<file path="src/rtl/core/point_ellipse_distance_macros.svh">
// ----------------------------------------------------------------------------
// point_ellipse_distance assertion macros
// Concurrent check helpers; compiled out when NO_ASSERTIONS is defined.
// ----------------------------------------------------------------------------
`ifndef POINT_ELLIPSE_DISTANCE_MACROS_SVH
`define POINT_ELLIPSE_DISTANCE_MACROS_SVH

`ifndef NO_ASSERTIONS
// same-cycle implication
`define PED_ASSERT_IMP(label, ante, cons) \
	label: assert property (@(posedge clk) disable iff (!arst_n) (ante) |-> (cons)) \
		else $error("point_ellipse_distance: same-cycle check failed");
// next-cycle implication
`define PED_ASSERT_NEXT(label, ante, cons) \
	label: assert property (@(posedge clk) disable iff (!arst_n) (ante) |=> (cons)) \
		else $error("point_ellipse_distance: next-cycle check failed");
`else
`define PED_ASSERT_IMP(label, ante, cons)
`define PED_ASSERT_NEXT(label, ante, cons)
`endif

`endif

</file>
<file path="src/rtl/core/ped_pkg.sv">
// ----------------------------------------------------------------------------
// ped_pkg
// Shared constants and types of the point-to-ellipse distance block.
// ----------------------------------------------------------------------------
package ped_pkg;

	// bisection iteration cap
	localparam int ITER_LIMIT = 64;
	localparam int ITER_W     = $clog2(ITER_LIMIT + 1);

	// shared unit geometry
	localparam int WORD_W     = 64;
	localparam int MUL_W      = 33;
	localparam int STEPS      = 32;
	localparam int STEP_W     = $clog2(STEPS);

	// fixed-point constants
	localparam logic [WORD_W-1:0] ONE32     = 64'h0000_0001_0000_0000;
	localparam logic [WORD_W-1:0] HALF64    = 64'h8000_0000_0000_0000;
	localparam logic [WORD_W-1:0] ROOT_BIT0 = 64'h4000_0000_0000_0000;
	localparam logic [WORD_W-1:0] LIM64     = 64'h0000_0000_FFFF_FFFF;
	localparam logic [31:0]       OUT_MAX   = 32'hFFFF_FFFF;

	typedef enum logic [1:0] {
		ALU_MUL,
		ALU_DIV,
		ALU_SQRT
	} alu_op_t;

	typedef struct packed {
		logic              go;
		alu_op_t           op;
		logic [WORD_W-1:0] x;
		logic [WORD_W-1:0] y;
	} alu_req_t;

	typedef struct packed {
		logic              done;
		logic [WORD_W-1:0] result;
	} alu_rsp_t;

endpackage

</file>
<file path="src/rtl/core/ped_alu.sv">
// ----------------------------------------------------------------------------
// ped_alu
// Shared arithmetic unit: registered 33x33 multiply, bit-serial Q0.32
// fraction divide and bit-serial integer square root.
// ----------------------------------------------------------------------------
module ped_alu (
	input  logic              clk,
	input  logic              arst_n,
	input  ped_pkg::alu_req_t req,
	output ped_pkg::alu_rsp_t rsp
);
	import ped_pkg::*;

	alu_op_t             op_q;
	logic                busy_q;
	logic                done_q;
	logic [STEP_W-1:0]   cnt_q;
	logic [WORD_W-1:0]   rem_q;
	logic [WORD_W-1:0]   den_q;
	logic [WORD_W-1:0]   acc_q;
	logic [WORD_W-1:0]   res_q;

	logic [2*MUL_W-1:0]  prod;
	logic [WORD_W:0]     rem2;
	logic                div_ge;
	logic [WORD_W-1:0]   trial;
	logic                sq_ge;
	logic [WORD_W-1:0]   rem_nx;
	logic [WORD_W-1:0]   den_nx;
	logic [WORD_W-1:0]   acc_nx;

	// multiplier
	assign prod = (2*MUL_W)'(req.x[MUL_W-1:0]) * (2*MUL_W)'(req.y[MUL_W-1:0]);

	// one divide or root step
	always_comb begin
		rem2   = {rem_q, 1'b0};
		div_ge = rem2 >= {1'b0, den_q};
		trial  = acc_q + den_q;
		sq_ge  = rem_q >= trial;
		if (op_q == ALU_DIV) begin
			rem_nx = div_ge ? WORD_W'(rem2 - {1'b0, den_q}) : rem2[WORD_W-1:0];
			den_nx = den_q;
			acc_nx = {acc_q[WORD_W-2:0], div_ge};
		end else begin
			rem_nx = sq_ge ? rem_q - trial : rem_q;
			den_nx = den_q >> 2;
			acc_nx = sq_ge ? (acc_q >> 1) + den_q : acc_q >> 1;
		end
	end

	// operation control
	always_ff @(posedge clk or negedge arst_n) begin
		if (!arst_n) begin
			op_q   <= ALU_MUL;
			busy_q <= 1'b0;
			done_q <= 1'b0;
			cnt_q  <= '0;
			rem_q  <= '0;
			den_q  <= '0;
			acc_q  <= '0;
			res_q  <= '0;
		end else begin
			done_q <= 1'b0;
			if (req.go) begin
				op_q <= req.op;
				unique case (req.op)
					ALU_MUL: begin
						res_q  <= prod[WORD_W-1:0];
						done_q <= 1'b1;
					end
					ALU_DIV: begin
						if (req.y == '0 || req.x >= req.y) begin
							res_q  <= ONE32;
							done_q <= 1'b1;
						end else begin
							rem_q  <= req.x;
							den_q  <= req.y;
							acc_q  <= '0;
							cnt_q  <= '0;
							busy_q <= 1'b1;
						end
					end
					ALU_SQRT: begin
						rem_q  <= req.x;
						den_q  <= ROOT_BIT0;
						acc_q  <= '0;
						cnt_q  <= '0;
						busy_q <= 1'b1;
					end
					default: ;
				endcase
			end else if (busy_q) begin
				rem_q <= rem_nx;
				den_q <= den_nx;
				acc_q <= acc_nx;
				cnt_q <= cnt_q + 1'b1;
				if (cnt_q == STEP_W'(STEPS - 1)) begin
					busy_q <= 1'b0;
					done_q <= 1'b1;
					res_q  <= acc_nx;
				end
			end
		end
	end

	assign rsp.done   = done_q;
	assign rsp.result = res_q;

endmodule

</file>
<file path="config.mk">
export PLATFORM = sky130hd
export DESIGN_NAME = ped_alu
export DESIGN_NICKNAME = d
export VERILOG_FILES = /design/src/rtl/core/point_ellipse_distance_macros.svh /design/src/rtl/core/ped_pkg.sv /design/src/rtl/core/ped_alu.sv
export SDC_FILE = /design/constraint.sdc
export NUM_CORES = 2
export LEC_CHECK = 0
export ABC_AREA = 1
export BUFFER_PORTS_ARGS = -buffer_cell sky130_fd_sc_hd__buf_4
export CORE_ASPECT_RATIO = 1.4
export CORE_MARGIN = 5
export CORE_UTILIZATION = 41
export DETAILED_ROUTE_END_ITERATION = 6
export GPL_TIMING_DRIVEN = 1
export PLACE_DENSITY = 0.6
export RECOVER_POWER = 50
export SYNTH_ARGS = -nofsm -noshare
export SYNTH_HDL_FRONTEND = slang
export SYNTH_SLANG_ARGS = --single-unit
</file>
<file path="constraint.sdc">
create_clock -name clk -period 7.35 [get_ports clk]
set_input_delay 1.47 -clock clk [delete_from_list [all_inputs] [get_ports clk]]
set_output_delay 1.47 -clock clk [all_outputs]
set_load 0.05 [all_outputs]
</file>
==> impl_metrics.py <==
metrics = {
    "die": {
        "start_util_pct": 41.19,
        "die_h_um": 512.5,
        "num_rows": 184,
        "die_w_um": 369.0,
        "dieArea_mm2": 0.1891,
        "io_pins": 198,
        "core_mm2": 0.1796,
    },
    "worst_setup_path": {
        "critical-path-max-stage-delay_ns": 0.55,
        "r2r_start": "acc_q[2]",
        "crit_path_end_kind": "register",
        "worstSetupPathType": "input port to register",
        "critPathMaxFanout": 5,
        "endpoint": "res_q[44]",
        "r2r_end": "acc_q[54]",
        "crit_top_cell": "fa_1",
        "reg2reg_slack_ns": 0.92,
        "crit_path_start_kind": "input port",
        "worstRegToRegCells": 28,
        "cp_data_arrival_time_ns": 8.25,
        "required_ns": 7.90,
        "critPathLaunch": "req[5]",
        "slowest_stage": "fa_1",
    },
    "sta": {
        "drv_slew": 204,
        "setup_tns_ns": -8.628,
        "max_slew_margin_pct": -261.4,
        "rsz0062_at_grt": "yes",
        "period_share_pct": 104.8,
        "fin_ws_ns": -0.3564,
        "worstMarginPinSlew_ns": 5.422,
        "fin_crit_ns": 7.706,
        "max_freq_mhz": 129.8,
        "skew_ns": 0.02721,
        "setup_viol": 42,
        "finalHoldViolCount": 0,
    },
    "routing": {
        "wl_um": 361700,
        "met1_length_um": 125500,
        "first_iter_violations": 6504,
        "dr_total_vias": 76830,
        "met2_length_um": 174100,
        "firstDrtPassIters": 6,
        "route.met3.wl_um": 23060,
        "drt_drc_violations_left": 0,
        "drtAntennaViolNets": 0,
        "wl_per_cell_um": 25.02,
        "viasPerCell": 5.314,
        "top_layer": "met5",
    },
    "cts": {
        "cts_tree": "built",
        "clock_tree.buffer_depth": 3,
        "clk_latency_ns": 0.61,
        "ctsHtreeMaxLevel": 2,
        "cts_buffers": 34,
        "clkTransAtPathRegs_ns": 0.08,
        "clock-root-buffer": "clkbuf_16",
        "cts_sinks": 265,
    },
    "min_path": {
        "hp-start": "res_q[55]",
        "hold_path.class": "register to register",
    },
    "synthesis": {
        "syn_avg_cell_area_um2": 6.463,
        "synth_seq_cells": 265,
        "yosys.area.top_type": "fa_1",
        "synth_area_leaders": "fa_1 26%, nand2_1 19%, inv_1 14%",
        "synthFlopType": "dfrtp_1",
        "synth_async_sr_flop_share_pct": 100.0,
        "postSynthNetCount": 13140,
        "netlist.area_leader.share_pct": 26.01,
        "yosys_warnings": 0,
        "synth_edf_count": 0,
        "syn_inst": 11440,
        "synth.cell_area_mm2": 0.07396,
        "synth.distinct_cells": 54,
        "ys_seq_area_share_pct": 8.966,
    },
    "grt": {
        "grt_max_degree": 121,
        "overflow": 0,
        "antenna_found_initial": 17,
        "gr-usage-all-layers_pct": 37.72,
        "grt_pass1_vias": 79280,
        "grt_first_pass_wirelength_um": 524300,
    },
    "finish": {
        "layout_commonest_cell": "nand2_1",
        "area_growth_pct": 19.83,
        "nNetsFinal": 13790,
        "layout-drive-gt1-share_pct": 14.13,
        "layout_common_cells": "3,542 x nand2_1, 2,592 x inv_1, 900 x fa_1",
    },
    "status": {
        "status": "finished, violations left",
        "violations": "capacitance limit, slew limit, setup timing",
    },
    "placed_design": {
        "io_buffers": 197,
        "dp_slack_ns": -1.685,
        "gp_congestion": 1.059,
        "dp_hpwl_um": 312900,
    },
    "job": {
        "maxCapViolations": 2,
    },
}
==> per-layer routing <==
layer	vias to the layer above	GRT usage [%]
met5	-	0
met1	36890	40.57
li1	35600	-
met3	1089	5.783
met4	10	30.92
met2	3243	65.46
==> Yosys cell counts (9+ instances only) <==
library cell / number
o21ai_0: 302
ha_1: 602
a21oi_1: 462
xnor2_1: 58
dfrtp_1: 265
a31oi_1: 33
o21ai_1: 57
o21a_1: 80
xor2_1: 85
nor3_1: 60
fa_1: 961
clkbuf_1: 349
or2_1: 10
buf_1: 9
nand2_1: 3656
nor2_1: 733
nand3b_1: 56
buf_2: 38
o22ai_1: 63
inv_1: 2682
nand3_1: 475
or2_2: 62
nand4_1: 155
o21bai_1: 50
nor4_1: 43
a21o_1: 17
a21boi_0: 19
==> final cells by class <==
type | count | area, um^2
clock buffer | 47 | 980.9
antenna | 14 | 35.03
inverter | 2689 | 10100
clock inverter | 14 | 167.7
multi-input combinational | 8086 | 58410
tap | 2325 | 2909
fill | 18530 | 90950
sequential | 265 | 6631
timing repair buffer | 1018 | 9392
==> state kept, by name (all words and copies together) (netlist names) <==
signal  count
done_q      1
res_q      64
cnt_q       5
den_q      64
acc_q      64
op_q        2
rem_q      64
busy_q      1
==> timing repair <==
| action | 4_1_cts | 5_1_grt |
|---|---|---|
| setup buffers | 79 | 20 |
| endpoints found under the setup margin | 50 | 52 |
| hold buffers | 0 | 0 |
| hold endpoints to repair | 0 | 0 |
| pin swaps | 241 | 124 |
| resized for setup | 739 | 169 |
| gates cloned | 5 | 1 |
==> cells by family (layout without fill, tap and decap cells) <==
logic type / after synthesis / count (layout) / share of synthesized area, %
simple gates: 5279 / 5279 / 29.06
buf+inv: 3093 / 3768 / 15.82
fa+ha+maj: 1563 / 1563 / 36.20
compound gates: 1101 / 1101 / 8.261
flops: 265 / 265 / 8.966
xor+xnor: 143 / 143 / 1.693
other cells: 0 / 14 / 0
==> critical path, delay by kind of cell <==
family | cells | cell delay [ns]
AND/OR/NAND/NOR | 11 | 1.16
adder cells (fa/ha/maj) | 9 | 4.29
buffers and inverters | 14 | 1.11
AO/OA/AOI/OAI | 1 | 0.20
==> how the worst min path moves through the flow <==
stage / end / slack (ns) / cells after the start
floorplan: cnt_q[4] / 0.45 / 2
global placement: cnt_q[4] / 0.46 / 2
detailed placement: res_q[55] / 0.47 / 2
CTS: res_q[55] / 0.48 / 2
global route: res_q[13] / 0.50 / 2
finish: res_q[55] / 0.48 / 2
==> stage by stage <==
stage               utilization, %  cells  instance area, um^2  hold WS, ns
floorplan                        -  11440                75260       0.4483
global placement             46.38  14290                83290       0.4616
detailed placement           46.38  14290                83290       0.4668
CTS                          48.92  14430                87850       0.4817
global route                 49.34  14450                88600       0.5047
finish                       49.35  14460                88630       0.4784
Power is not shown: default switching activity piles up to over one toggle a cycle in this logic, so the estimate is an artifact.
